`src/hdl/unsigned_to_ascii_radix_core_macros.svh`:
```
// ----------------------------------------------------------------------------
// Assertion macros for the unsigned_to_ascii_radix_core block
// Each macro expands to a clocked concurrent assertion in simulation and to
// nothing when SYNTHESIS is defined.
// ----------------------------------------------------------------------------
`ifndef UNSIGNED_TO_ASCII_RADIX_CORE_MACROS_SVH
`define UNSIGNED_TO_ASCII_RADIX_CORE_MACROS_SVH

`ifndef SYNTHESIS

// The condition must hold at every clock edge outside reset.
`define UTAR_ASSERT_ALWAYS(lbl, cond, msg) \
  lbl: assert property (@(posedge clk) disable iff (rst) (cond)) else $error(msg);

// The consequent must hold in the same cycle as the antecedent.
`define UTAR_ASSERT_IMPL(lbl, ante, cons, msg) \
  lbl: assert property (@(posedge clk) disable iff (rst) (ante) |-> (cons)) else $error(msg);

// The consequent must hold in the cycle after the antecedent.
`define UTAR_ASSERT_NEXT(lbl, ante, cons, msg) \
  lbl: assert property (@(posedge clk) disable iff (rst) (ante) |=> (cons)) else $error(msg);

`else

`define UTAR_ASSERT_ALWAYS(lbl, cond, msg)
`define UTAR_ASSERT_IMPL(lbl, ante, cons, msg)
`define UTAR_ASSERT_NEXT(lbl, ante, cons, msg)

`endif

`endif

```
`src/hdl/utar_pkg.sv`:
```
// ----------------------------------------------------------------------------
// utar_pkg
// Types, codes and helper functions shared by the radix conversion block.
// ----------------------------------------------------------------------------
package utar_pkg;

  localparam int VALUE_W     = 16;
  localparam int CAP_W       = 8;
  localparam int CHAR_W      = 8;
  localparam int DIGIT_W     = 4;
  localparam int RADIX_W     = DIGIT_W + 1;
  localparam int NUM_CELLS   = VALUE_W;
  localparam int CELL_IDX_W  = $clog2(NUM_CELLS);
  localparam int CNT_W       = $clog2(NUM_CELLS + 1);
  localparam int BIT_CNT_W   = $clog2(VALUE_W);

  // Radix selector codes.
  localparam logic [1:0] MODE_BIN = 2'd0;
  localparam logic [1:0] MODE_DEC = 2'd1;
  localparam logic [1:0] MODE_HEX = 2'd2;
  localparam logic [1:0] MODE_BAD = 2'd3;

  // Result status codes.
  localparam logic [1:0] STATUS_OK        = 2'd0;
  localparam logic [1:0] STATUS_BAD_ARG   = 2'd1;
  localparam logic [1:0] STATUS_TOO_SMALL = 2'd2;

  localparam logic [CHAR_W-1:0] CHAR_NUL  = 8'h00;
  localparam logic [CHAR_W-1:0] CHAR_ZERO = 8'h30;
  localparam logic [CHAR_W-1:0] CHAR_A    = 8'h41;

  typedef logic [DIGIT_W-1:0] digit_t;

  typedef struct packed {
    logic [VALUE_W-1:0] value;
    logic [1:0]         mode;
    logic [CAP_W-1:0]   capacity;
  } item_t;

  typedef struct packed {
    logic [CHAR_W-1:0] character;
    logic [1:0]        status;
    logic              last;
  } result_t;

  // Control from the sequencer to the row of cells.
  typedef struct packed {
    logic       clear;
    logic       shift;
    logic [1:0] mode;
    logic       bit_in;
  } chain_ctrl_t;

  // Status from the row of cells back to the sequencer.
  typedef struct packed {
    logic [CNT_W-1:0] ndigits;
    logic             overflow;
  } chain_stat_t;

  typedef enum logic [2:0] {
    S_IDLE,
    S_CONV,
    S_CHECK,
    S_EMIT,
    S_BAD,
    S_SMALL
  } state_t;

  function automatic logic [RADIX_W-1:0] radix_of(logic [1:0] mode);
    logic [RADIX_W-1:0] r;
    case (mode)
      MODE_BIN: r = RADIX_W'(2);
      MODE_DEC: r = RADIX_W'(10);
      default:  r = RADIX_W'(16);
    endcase
    return r;
  endfunction

  function automatic logic [CHAR_W-1:0] to_ascii(digit_t d);
    logic [CHAR_W-1:0] c;
    if (d < DIGIT_W'(10)) begin
      c = CHAR_ZERO + CHAR_W'(d);
    end else begin
      c = CHAR_A + CHAR_W'(d) - CHAR_W'(10);
    end
    return c;
  endfunction

endpackage

```
`src/hdl/utar_cell.sv`:
```
// ----------------------------------------------------------------------------
// utar_cell
// One digit of the conversion row: doubles its digit and adds the bit from
// its lower neighbour, passing a carry up when the doubled digit reaches the radix.
// ----------------------------------------------------------------------------
module utar_cell import utar_pkg::*; (
  input  logic        clk,
  input  chain_ctrl_t ctrl,
  input  logic        carry_in,
  output digit_t      digit,
  output logic        carry_out
);

  logic [RADIX_W-1:0] radix;
  logic [RADIX_W-1:0] doubled;
  logic [RADIX_W-1:0] reduced;
  digit_t             digit_next;

  // For an even radix the carry depends only on the stored digit, so no
  // carry ripples along the row.
  assign radix      = radix_of(ctrl.mode);
  assign carry_out  = {1'b0, digit} >= (radix >> 1);
  assign doubled    = {digit, carry_in};
  assign reduced    = carry_out ? (doubled - radix) : doubled;
  assign digit_next = reduced[DIGIT_W-1:0];

  always_ff @(posedge clk) begin
    if (ctrl.clear) begin
      digit <= '0;
    end else if (ctrl.shift) begin
      digit <= digit_next;
    end
  end

endmodule

```
`src/hdl/utar_chain.sv`:
```
// ----------------------------------------------------------------------------
// utar_chain
// Row of digit cells with the leading-digit count over the row.
// ----------------------------------------------------------------------------
module utar_chain import utar_pkg::*; (
  input  logic                        clk,
  input  chain_ctrl_t                 ctrl,
  output digit_t [NUM_CELLS-1:0]      digits,
  output chain_stat_t                 stat
);

  logic [NUM_CELLS-1:0] carry;
  logic [CNT_W-1:0]     ndigits;

  for (genvar g = 0; g < NUM_CELLS; g++) begin : g_cell
    logic cin;
    if (g == 0) begin : g_first
      assign cin = ctrl.bit_in;
    end else begin : g_rest
      assign cin = carry[g-1];
    end
    utar_cell u_cell (
      .clk       (clk),
      .ctrl      (ctrl),
      .carry_in  (cin),
      .digit     (digits[g]),
      .carry_out (carry[g])
    );
  end

  // Position of the highest non-zero digit; zero still shows one digit.
  always_comb begin
    ndigits = CNT_W'(1);
    for (int i = 0; i < NUM_CELLS; i++) begin
      if (digits[i] != '0) begin
        ndigits = CNT_W'(i + 1);
      end
    end
  end

  assign stat.ndigits  = ndigits;
  assign stat.overflow = ctrl.shift & carry[NUM_CELLS-1];

endmodule

```
`src/hdl/unsigned_to_ascii_radix_core.sv`:
```
// ----------------------------------------------------------------------------
// unsigned_to_ascii_radix_core
// Converts a 16-bit unsigned value to ASCII digits in base 2, 10 or 16,
// most significant digit first, followed by a terminating NUL.
// ----------------------------------------------------------------------------
//
//   Channel  Direction  Payload   Handshake
//   item     in         item_t    item_valid / item_stall
//   result   out        result_t  result_valid / result_stall
//
// An item is taken in the idle state and then occupies the block on its own:
// the value is shifted into the row of digit cells one bit a cycle, the
// check state counts the digits, and then one result is offered per cycle
// while the result channel does not stall. An invalid radix or a zero
// capacity is reported straight from idle, without conversion; a buffer that
// is too small is reported only after the digits have been counted.
// Reset returns the sequencer to idle and empties the output register.
// A stall on the result channel holds the output register and pauses the
// emission; the next item is taken once the final result is in the register.
//
`include "unsigned_to_ascii_radix_core_macros.svh"

module unsigned_to_ascii_radix_core import utar_pkg::*; (
  input  logic    clk,
  input  logic    rst,
  input  logic    item_valid,
  output logic    item_stall,
  input  item_t   item,
  output logic    result_valid,
  input  logic    result_stall,
  output result_t result
);

  state_t                  state;
  state_t                  state_next;
  logic [VALUE_W-1:0]      shreg;
  logic [1:0]              radix_mode;
  logic [CAP_W-1:0]        cap;
  logic [BIT_CNT_W-1:0]    bit_cnt;
  logic [CNT_W-1:0]        idx;
  logic [CNT_W-1:0]        idx_m1;

  chain_ctrl_t             ctrl;
  chain_stat_t             stat;
  digit_t [NUM_CELLS-1:0]  digits;

  logic                    item_take;
  logic                    load_ok;
  logic                    load;
  result_t                 push_data;
  logic                    too_small;
  logic                    last_bit;

  // The row of cells does the radix conversion; the sequencer below only
  // feeds it bits and reads the finished digits out.
  utar_chain u_chain (
    .clk    (clk),
    .ctrl   (ctrl),
    .digits (digits),
    .stat   (stat)
  );

  assign item_take = item_valid & ~item_stall;
  // The output register can take a new result when empty or being drained.
  assign load_ok   = ~result_valid | ~result_stall;
  assign idx_m1    = idx - CNT_W'(1);
  assign last_bit  = (bit_cnt == BIT_CNT_W'(VALUE_W - 1));
  // The string needs one place per digit plus one for the NUL.
  assign too_small = (CAP_W'(stat.ndigits) + CAP_W'(1)) > cap;

  // Next state.
  always_comb begin
    state_next = state;
    case (state)
      S_IDLE: begin
        if (item_valid) begin
          if ((item.mode == MODE_BAD) || (item.capacity == '0)) begin
            state_next = S_BAD;
          end else begin
            state_next = S_CONV;
          end
        end
      end
      S_CONV: begin
        if (last_bit) begin
          state_next = S_CHECK;
        end
      end
      S_CHECK: begin
        state_next = too_small ? S_SMALL : S_EMIT;
      end
      S_EMIT: begin
        if (load_ok && (idx == '0)) begin
          state_next = S_IDLE;
        end
      end
      S_BAD, S_SMALL: begin
        if (load_ok) begin
          state_next = S_IDLE;
        end
      end
      default: state_next = S_IDLE;
    endcase
  end

  // Outputs of the sequencer.
  always_comb begin
    item_stall  = 1'b1;
    load        = 1'b0;
    push_data   = '{character: CHAR_NUL, status: STATUS_OK, last: 1'b1};
    ctrl.clear  = 1'b0;
    ctrl.shift  = 1'b0;
    ctrl.mode   = radix_mode;
    ctrl.bit_in = shreg[VALUE_W-1];
    case (state)
      S_IDLE: begin
        item_stall = 1'b0;
        ctrl.clear = item_valid;
      end
      S_CONV: begin
        ctrl.shift = 1'b1;
      end
      S_CHECK: begin
      end
      S_EMIT: begin
        load = load_ok;
        if (idx != '0) begin
          push_data = '{character: to_ascii(digits[idx_m1[CELL_IDX_W-1:0]]),
                        status: STATUS_OK, last: 1'b0};
        end
      end
      S_BAD: begin
        load      = load_ok;
        push_data = '{character: CHAR_NUL, status: STATUS_BAD_ARG, last: 1'b1};
      end
      S_SMALL: begin
        load      = load_ok;
        push_data = '{character: CHAR_NUL, status: STATUS_TOO_SMALL, last: 1'b1};
      end
      default: begin
      end
    endcase
  end

  // Control registers.
  always_ff @(posedge clk) begin
    if (rst) begin
      state        <= S_IDLE;
      result_valid <= 1'b0;
    end else begin
      state <= state_next;
      if (load) begin
        result_valid <= 1'b1;
      end else if (!result_stall) begin
        result_valid <= 1'b0;
      end
    end
  end

  // Payload registers.
  always_ff @(posedge clk) begin
    if (load) begin
      result <= push_data;
    end
    if (item_take) begin
      shreg      <= item.value;
      radix_mode <= item.mode;
      cap        <= item.capacity;
      bit_cnt    <= '0;
    end else if (ctrl.shift) begin
      shreg   <= shreg << 1;
      bit_cnt <= bit_cnt + BIT_CNT_W'(1);
    end
    if (state == S_CHECK) begin
      idx <= stat.ndigits;
    end else if (load && (state == S_EMIT) && (idx != '0)) begin
      idx <= idx_m1;
    end
  end

  // A 16-bit value always fits the row, so the top cell never carries out.
  `UTAR_ASSERT_ALWAYS(a_no_overflow, !stat.overflow, "digit row overflowed")
  // A transfer on the item channel always starts work.
  `UTAR_ASSERT_NEXT(a_take_busy, item_take, state != S_IDLE, "item taken but sequencer idle")
  // Error results carry a NUL and close the conversion.
  `UTAR_ASSERT_IMPL(a_err_shape, result_valid && (result.status != STATUS_OK), (result.character == CHAR_NUL) && result.last, "malformed error result")

endmodule
```
`config.mk`:
```
export PLATFORM = sky130hd
export DESIGN_NAME = unsigned_to_ascii_radix_core
export DESIGN_NICKNAME = d
export VERILOG_FILES = /design/src/hdl/utar_pkg.sv /design/src/hdl/utar_cell.sv /design/src/hdl/utar_chain.sv /design/src/hdl/unsigned_to_ascii_radix_core.sv
export VERILOG_INCLUDE_DIRS = /design/src /design/src/hdl
export SDC_FILE = /design/constraint.sdc
export NUM_CORES = 1
export LEC_CHECK = 0
export ABC_CLOCK_PERIOD_IN_PS = 4050
export CORE_AREA = 2 2 131 133
export CTS_BUF_LIST = sky130_fd_sc_hd__clkbuf_4
export DETAILED_ROUTE_END_ITERATION = 8
export DIE_AREA = 0 0 133 135
export DONT_BUFFER_PORTS = 1
export PLACE_DENSITY = 0.59
export SLEW_MARGIN = 20
export SYNTH_ARGS = -nofsm -noshare
export SYNTH_HDL_FRONTEND = slang
export SYNTH_SLANG_ARGS = --single-unit
```
`constraint.sdc`:
```
create_clock -name clk -period 4.05 [get_ports clk]
set_input_delay 1.0125 -clock clk [delete_from_list [all_inputs] [get_ports clk]]
set_output_delay 1.0125 -clock clk [all_outputs]
set_load 0.02 [all_outputs]
```
Word level (Yosys, flattened, before mapping)
Index checks and enable logic that the tools add are counted.

Flip-flop bits (word level): 114. Bits of input ports: 30. Output and inout bits: 13. Logic and storage cells: 167.

Add/sub/neg operators: 22. Magnitude comparators: 19. Equality and inequality tests: 13. Mux-type cells: 54. Bitwise operators: 4. Reductions and logical operators: 29.

Operators by type and width (count): $mux 4 (25); $ge 4x4->1 (16); $sub 4x4->4 (16); $reduce_bool 4->1 (15); $pmux 11 s3 (1); $mux 16 (2); $mux 3 (10); $bmux 4 s4 (1); $mux 5 (3); $pmux 3 s5 (1); $mux 11 (1); $pmux 5 s2 (1); $add 7x4->8 const A (1); $gt 6x8->1 (1); $logic_not 8->1 (1); $mux 8 (1); $ne 2x2->1 const B (4); $sub 8x4->8 const B (1); $add 6x4->7 const A (1); $add 5x1->6 const B (1); $eq 3x2->1 const B (2); $eq 3x3->1 const B (2); $mux 1 (6); $logic_not 5->1 (1); 22 further kinds (27).

Logic depth before layout (Yosys ltp)
Gate-level depths: netlist (run 1).

Word-level depth: 20. Gate-level depth with buffers: 16.

Hierarchy
A second synthesis (run 1) with hierarchy kept.

Cell total of the unflattened synthesis: 852. Area total of the unflattened synthesis: 8186.6 µm².

Modules (own cells, without submodules): utar_cell (times used 16, cells each 36, area each 306.5 µm², seq. area each 80.1 µm²); unsigned_to_ascii_radix_core (times used 1, cells each 231, area each 2972.9 µm², seq. area each 1391.3 µm²); utar_chain (times used 1, cells each 45, area each 309.0 µm², seq. area each 0.0 µm²).

Least setup slack after synthesis (run 1)
No wires, ideal clock.

Path kind: flip-flop to flip-flop. From: register idx[0]. To: register result[5] (netlist name) (data pin). Library setup time: 146 ps. Data arrival time: 2879 ps. Path slack: 1025 ps. Cell stages (with the launch flop): 12. Path buffers: 2. Period minus slack after synthesis: 3025 ps. Cell sequence: edfxtp_1 > buf_6 > inv_1 > ha_1 > clkbuf_1 > mux4_2 > mux4_2 > inv_1 > ha_1 > inv_1 > or4b_1 > a21oi_1.

Longest elaborated chain between the ends: 8. Elaborated cells on any way between the ends: 11. Classes of those cells: add/sub: 4; order compare: 1; mux: 5; reduce/logical: 1.

RTL lines: start: declaration (line unsigned_to_ascii_radix_core.sv:40) `logic [CNT_W-1:0] idx;`; start signal: assignment (line unsigned_to_ascii_radix_core.sv:175) `idx <= stat.ndigits;`; start signal: assignment (line unsigned_to_ascii_radix_core.sv:177) `idx <= idx_m1;`; $sub 5x1->5 (line unsigned_to_ascii_radix_core.sv:66) `assign idx_m1 = idx - CNT_W'(1);`; $bmux 4 s4 (line unsigned_to_ascii_radix_core.sv:128) `push_data = '{character: to_ascii(digits[idx_m1[CELL_IDX_W-1:0]]),`; $mux 4 (not written as such) (line unsigned_to_ascii_radix_core.sv:128); $add 7x4->8 (line utar_pkg.sv:84) `c = CHAR_A + CHAR_W'(d) - CHAR_W'(10);`; $sub 8x4->8 (line utar_pkg.sv:84); $mux 8 (line utar_pkg.sv:81) `if (d < DIGIT_W'(10)) begin`; $mux 11 (*) (line unsigned_to_ascii_radix_core.sv:127) `if (idx != '0) begin`; $pmux 11 s3 (*) (line unsigned_to_ascii_radix_core.sv:115) `case (state)`; end signal: assignment (line unsigned_to_ascii_radix_core.sv:163) `result <= push_data;`; end: declaration (line unsigned_to_ascii_radix_core.sv:31) `output result_t result`.

Mark *: on every way between the ends. The rest lies on a longest branch, timed or not. The select of a mux whose other input is x is not followed. A chain may end at the register's enable or synchronous reset.

Worst setup path in the final report (run 1)
From: register u_chain.g_cell[3].u_cell.digit[2]. To: register state[2].

Longest elaborated chain between the ends: 18.

RTL lines: start: declaration (line utar_cell.sv:10) `output digit_t digit,`; start signal: assignment (line utar_cell.sv:31) `digit <= digit_next;`; $reduce_bool 4->1 (line utar_chain.sv:35) `if (digits[i] != '0) begin`; $mux 3 (4 in a row) (line utar_chain.sv:35); $mux 4 (8 in a row) (line utar_chain.sv:35); $mux 5 (line utar_chain.sv:35); $add 5x1->6 (line unsigned_to_ascii_radix_core.sv:69) `assign too_small = (CAP_W'(stat.ndigits) + CAP_W'(1)) > cap;`; $gt 6x8->1 (line unsigned_to_ascii_radix_core.sv:69); $mux 3 (line unsigned_to_ascii_radix_core.sv:90) `state_next = too_small ? S_SMALL : S_EMIT;`; $pmux 3 s5 (line unsigned_to_ascii_radix_core.sv:74) `case (state)`; end signal: assignment (line unsigned_to_ascii_radix_core.sv:151) `state <= state_next;`; end: declaration (line unsigned_to_ascii_radix_core.sv:34) `state_t state;`.

No other way between the ends.

==> results of run 1 <==
cell usage after synthesis (all sizes together) (2+ instances only):
cell type / n / area share [%]
o31ai: 18 / 1.9
dfxtp: 72 / 20
nor4: 16 / 1.4
a21o: 34 / 3.6
xor2: 3 / 0.47
a31oi: 2 / 0.17
nand4: 2 / 0.17
and3: 6 / 0.52
inv: 68 / 3.6
a22o: 15 / 1.8
a21oi: 16 / 1.1
mux4: 17 / 5.5
o21ai: 43 / 3.0
ha: 74 / 13
nand3: 24 / 1.7
o22ai: 3 / 0.35
nand3b: 3 / 0.31
o211ai: 3 / 0.31
mux2i: 51 / 7.1
nand2: 103 / 5.4
nor2: 37 / 2.0
nor3b: 2 / 0.21
o2bb2ai: 16 / 2.0
clkbuf: 22 / 1.2
a211oi: 2 / 0.21
xnor2: 19 / 2.4
buf: 8 / 0.68
or4: 6 / 0.65
edfxtp: 41 / 17
or2: 3 / 0.26
area by class of cell:
cell class / instances / share of cell area [%]
multi-input cells: 535 / 53.74
clock inverters: 15 / 1.941
diodes: 2 / 0.06525
repair buffers: 8 / 0.7830
well taps: 220 / 3.589
inverters: 69 / 3.377
clock buffers: 17 / 1.664
flip-flops and latches: 113 / 34.84
how the worst min path moves through the flow:
stage / from / end / depth (start not counted)
after floorplan: shreg[15] / u_chain.g_cell[0].u_cell.digit[0] / 2
after global placement: bit_cnt[1] / bit_cnt[1] / 2
after detailed placement: bit_cnt[1] / bit_cnt[1] / 2
after CTS: rst / state[2] / 1
after global routing: rst / result_valid / 1
final: bit_cnt[1] / bit_cnt[1] / 2
where the power goes:
group          switching (W)  internal, W  total, W
clock network       0.000519     0.000320  0.000838
registers           0.000392      0.00165   0.00205
logic                0.00240      0.00190   0.00430
total                0.00331      0.00387   0.00718
metrics by stage:
step	setup slack (ps)	std cells	util (%)	hold slack [ps]
after floorplan	1025	747	-	417.6
after CTS	718.6	977	46.72	457.2
after detailed placement	750.7	945	45.03	473.4
after global routing	406.9	979	46.75	447.5
after global placement	807.9	945	45.03	462.4
final	677.5	979	46.75	492.1
metal layers:
layer | track usage (%) | part of all wire [%] | vias to the layer above
li1 | - | - | 2724
met1 | 26.00 | 48 | 2683
met2 | 31.95 | 47 | 107
met3 | 4.167 | 3.9 | 12
met4 | 6.332 | 1.3 | 0
met5 | 0 | 0 | -
sequential cells by signal, indices dropped and copies added (netlist names):
register and count:
idx 5, result_valid 1, radix_mode 2, shreg 16, u_chain.g_cell.u_cell.digit 64, state 3, result 10, bit_cnt 4
cap 8
worst reg2reg max path: stages (launching register included):
cell and delay (ps):
dfxtp_1 360, or4_1 580, a21oi_1 140, o21ai_0 90
a21oi_1 220, o22ai_1 140, nor2_1 190, ha_1 210
xnor2_1 80, ha_1 310, nand3_1 100, o221ai_1 190
a21o_1 150, a21oi_1 70, a2111o_1 360, a21oi_1 130
kinds of logic (layout without fill, tap and decap cells):
kind of cell,after synthesis,in the layout,synth area share (%)
compound gates,160,160,15.40
xor+xnor,22,22,2.896
fa+ha+maj,74,74,12.91
buf+inv,99,109,5.442
flops,113,113,37.26
mux,69,69,12.82
other cells,1,4,0.05228
simple gates,208,208,13.22
==> impl_results.md, run 1 <==
- Status: completed
- CP Max Fanout: 5
- Synth-to-layout area growth: 6.925%
- FMAX: 296.5 MHz
- Largest net degree at the start of global routing: 83
- Cell mode on critical path: a21oi_1
- Reg-to-reg startpoint: u_chain.g_cell[3].u_cell.digit[2]
- Initial antenna violation count: 2
- CP Depth: 15
- Ys async rst share: 0%
- Worst r2r dst: state[2]
- Min-delay worst type: reg -> reg
- Slew Viols, Final: 0
- Routed len/inst: 17.18 um
- Period utilization: 83.27%
- Critical Path End Type: flop
- Most frequent cells in the layout: nand2_1 (101), ha_1 (74), dfxtp_1 (72), inv_1 (68), mux2i_1 (51)
- Fin nets: 848
- Rows: 47
- Worst-path clk slew: 120 ps
- VDD IR max: 0.0004446 V
- Die width: 133 um
- Dpl hpwl: 11.80 mm
- MaxCap Viol Count: 0
- Clock tree from TritonCTS: built
- CP startpoint kind: flop
- Clk_skew: 31.59 ps
- Root buf cell: clkbuf_4
- First-pass GRT wire length: 27.48 mm
- Share of layout cells above drive strength 1: 8.983%
- Crit path to: state[2]
- Syn Inst Count: 746
- Vias per inst: 5.645
- Core ar.: 16,410 um^2
- Worst-margin pin slew: 1091 ps
- Resized cells post-CTS: 0
- Synthesis Warnings: 0
- Post-synth top flop: dfxtp_1
- Syn Area/Cell: 9.615 um^2
- Worst-path cell with the longest stage delay: or4_1
- DR iter-0 viols: 392
- Crit-path leading delay family: compound AO/OA/AOI/OAI gates
- Crit Path Class: reg -> reg
- Post-synthesis sequential area ratio: 37.26%
- Congestion Overflow GR: 0
- Setup_tns: 0 ps
- Hold buffers post-CTS: 0
- CTS max path bufs: 2
- Setup crit start: u_chain.g_cell[3].u_cell.digit[2]
- Final WL: 16.82 mm
- Cell Area, Synth: 7173 um^2
- Post-DRT Antenna Nets: 0
- Number of synthesized flops with an enable pin: 41
- Synth Register Bits: 113
- H-tree Lvls: 4
- Crit path buf inv count: 0
- Total CTS buffers: 17
- Post-route cell area: 7670 um^2
- # port buffers: 0
- DR vias: 5,526
- Distinct cells, synth: 57
- Slew HR: 27.10%
- Critical path, cell by cell: or4_1 > a21oi_1 > o21ai_0 > a21oi_1 > o22ai_1 > nor2_1 > ha_1 > xnor2_1 > ha_1 > nand3_1 > o221ai_1 > a21o_1 > a21oi_1 > a2111o_1 > a21oi_1
- Final hold violation count: 0
- Multi-input logic area: 4121 um^2
- DRC Markers: 0
- R2R cell count: 15
- RSZ-0062 raised after global routing: no
- Worst-Skew Late Latency: 580 ps
- Power Total: 0.007183 W
- Gpl congestion: 0.8442
- Die Ht: 135 um
- CTS sink cnt: 113
- Vias in the first global route: 5,375
- Worst path required time: 4560 ps
- Filler cell count: 1,537
- Leak: 3.292 nW
- Drt first pass iters: 5
- Setup repair bufs after CTS: 0
- Die area: 17,960 um^2
- Max incr delay on CP: 580 ps
- DP Area: 7388 um^2
- Leading cell type in the layout, fill and taps excluded: nand2_1
- Reg area: 2673 um^2
- P per Cell Area: 936.6 nW/um^2
- I/O Pins: 43
- Initial Util: 43.72%
- Reg2reg setup slack: 680 ps
- Arr. time, crit path: 3880 ps
- Final number of setup-violating endpoints: 0
- Crit path time final: 3373 ps
- Gr usage total: 19.56%
No activity file was read; power rests on OpenSTA's default activity.
==> run 2, diff against run 1 <==
Settings changed: ABC_CLOCK_PERIOD_IN_PS 4050 to 2800, PLACE_DENSITY 0.59 to 0.61.
Clock period 4.05 ns to 2.8 ns, I/O delays scaled along.
==> impl_results.md, run 2 (synthesis gave the netlist of run 1 again) <==
- Status: complete, but fails checks
- Failing checks: negative setup slack
- DRC Markers: 0 (unchanged)
- Slew Viols, Final: 0 (unchanged)
- Internal Pwr Total: 0.007132 W (+84%)
- Switching Fraction: 42.69% (-3.4 points)
- Vias per inst: 5.509 (-2.4%)
- Critical path, cell by cell: or4_4 > a211oi_2 > o211ai_1 > a31oi_1 > nor2_1 > nor2_1 > ha_2 > xnor2_2 > ha_1 > nand3_2 > o221ai_2 > a21o_1 > a21oi_2 > a2111o_1 > a21oi_1
- Rows: 47 (unchanged)
- Clk pwr share: 9.7% (-2.0 points)
- I/O Pins: 43 (unchanged)
- Routed len/inst: 17.12 um (-0.33%)
- Reg area: 2678 um^2 (+0.19%)
- H-tree Lvls: 4 (unchanged)
- Worst slack, placed: -399.0 ps (-1150 ps)
- DR iter-0 viols: 343 (-13%)
- Gr usage total: 21.26% (+1.7 points)
- Cell mode on critical path: nor2_1
- Synth-to-layout area growth: 19.68%
- Core ar.: 16,410 um^2 (unchanged)
- Final hold violation count: 0 (unchanged)
- # port buffers: 0 (unchanged)
- Die width: 133 um (unchanged)
- Comb power frac: 67.9% (+8.1 points)
- CP startpoint kind: flop
- Clock tree from TritonCTS: built
- Slew HR: 55.67% (+29 points)
- Clk_skew: 15.37 ps (-16.21 ps)
- Final WL: 18.39 mm (+9.3%)
- WHS Path Cells: 1 (-1)
- Crit path time final: 3117 ps (-255.8 ps)
- FMAX: 320.8 MHz (+8.2%)
- Core Util, Final: 52.32% (+5.6 points)
- Largest net degree at the start of global routing: 83 (unchanged)
- RSZ-0062 raised after global routing: yes
- Post-route setup slack: -316.8 ps (-994.2 ps)
- Biggest regs: u_chain.g_cell.u_cell.digit (64), shreg (16), result (10)
- Total CTS buffers: 17 (unchanged)
- Setup_tns: -629.1 ps (-629.1 ps)
- CTS sink cnt: 113 (unchanged)
- MaxCap Viol Count: 0 (unchanged)
- Root buf cell: clkbuf_4
- Final Non-Filler Cells: 1,074 (+9.7%)
- Max incr delay on CP: 540 ps (-40 ps)
- Most frequent cells in the layout: nand2_1 (102), buf_4 (97), ha_1 (70), dfxtp_1 (68), inv_1 (64)
- Vias in the first global route: 6,134 (+14%)
- Initial antenna violation count: 1 (-1)
- Drt first pass iters: 5 (unchanged)
- Fin nets: 944 (+11%)
- Filler cell count: 1,476 (-4.0%)
- Die area: 17,960 um^2 (unchanged)
- Top reg by flops: u_chain.g_cell.u_cell.digit
- Post-DRT Antenna Nets: 0 (unchanged)
- Critical Path End Type: flop
- Worst-path cell with the longest stage delay: or4_4
- Flop pwr share: 22.4% (-6.1 points)
- Power Total: 0.01244 W (+73%)
- Worst-margin pin slew: 663.3 ps (-427.5 ps)
- Min-delay worst type: in -> reg
- Crit Path Class: reg -> reg
- Die Ht: 135 um (unchanged)
- First-pass GRT wire length: 30.20 mm (+9.9%)
- Dpl hpwl: 13.23 mm (+12%)
- VDD IR max: 0.0007642 V (+72%)
- Worst-Skew Late Latency: 560 ps (-20 ps)
- Final number of setup-violating endpoints: 2 (+2)
- Arr. time, crit path: 3620 ps (-260 ps)
- CP Max Fanout: 3 (-2)
- DR vias: 5,917 (+7.1%)
- Worst path required time: 3300 ps (-1260 ps)
- Worst-path clk slew: 110 ps (about the same)
- Gpl congestion: 0.8370 (-0.85%)
- R2R cell count: 15 (unchanged)
- Hold buffers post-CTS: 0 (unchanged)
- Period utilization: 111.3% (+28 points)
- P per Cell Area: 1450 nW/um^2 (+55%)
- NetSw: 0.005312 W (+60%)
- Leak: 3.817 nW (+16%)
- Leading cell type in the layout, fill and taps excluded: nand2_1
- Multi-input logic area: 4250 um^2 (+3.1%)
- Initial Util: 43.72% (unchanged)
- Largest register FFs: 64 (unchanged)
- Share of layout cells above drive strength 1: 22.74% (+14 points)
- Placed Cells: 1,033 (+9.3%)
- Congestion Overflow GR: 0 (unchanged)
- CTS max path bufs: 2 (unchanged)
## run 2: cell types whose count changed in the layout (fill, tap and decap cells not counted), moves of 4 or more
| cell | before | now |
|---|---|---|
| dfxtp_2 | 0 | 4 |
| dfxtp_1 | 72 | 68 |
| inv_6 | 7 | 0 |
| buf_4 | 8 | 97 |
| clkinv_2 | 0 | 7 |
| inv_1 | 68 | 64 |
| inv_2 | 1 | 5 |
| or4_4 | 0 | 4 |
| buf_12 | 0 | 5 |
| ha_1 | 74 | 70 |
## run 2: critical path, delay by kind of cell, from the launching register on
family	cells	cell delay, ps
AOI/OAI and AO/OA	8	1320
xor gates and xnor gates	1	60
adders and majority gates	2	520
DFF	1	330
and+or+nand+nor	4	840
## run 2: worst paths after layout
path | to | slack, ps | from
max reg2reg | state[2] | -320 | u_chain.g_cell[4].u_cell.digit[2]
min reg2reg | bit_cnt[1] | 490 | bit_cnt[1]
max | state[2] | -320 | u_chain.g_cell[4].u_cell.digit[2]
min | state[2] | 190 | rst
## run 2: timing repair
action	CTS	global route
gates resized for setup	21	13
buffers inserted	7	1
pin swaps	13	4
endpoints found under the setup margin	4	4
## run 2: power by group through the flow
stage               logic, W  registers (W)  clock network, W
floorplan            0.00502        0.00278                 0
global placement     0.00734        0.00278                 0
detailed placement   0.00766        0.00281                 0
CTS                  0.00827        0.00279           0.00124
global route         0.00931        0.00286           0.00130
finish               0.00845        0.00279           0.00121
## run 2: stage by stage
| step | hold slack [ps] | instance area [um^2] |
|---|---|---|
| 3_5_place_dp | 486.1 | 8127 |
| 2_1_floorplan | 417.6 | 7208 |
| 4_1_cts | 156.8 | 8528 |
| 3_3_place_gp | 471.3 | 8127 |
| 6_report | 194.2 | 8584 |
| 5_1_grt | 147.7 | 8584 |
## run 2: metal layers
metal	part of all wire (%)	GRT usage (%)	up-vias
met5	0	0	-
met4	1.7	6.930	0
met3	3.5	4.805	28
met2	51	37.33	109
met1	44	25.91	2884
li1	-	-	2896
## run 2: layout make-up
| class | instances | share of cell area, % |
|---|---|---|
| timing repair buffer | 104 | 9.911 |
| antenna | 1 | 0.02915 |
| clock inverter | 12 | 1.385 |
| tap | 220 | 3.207 |
| multi-input combinational | 535 | 49.51 |
| sequential | 113 | 31.19 |
| inverter | 69 | 3.017 |
| clock buffer | 20 | 1.749 |
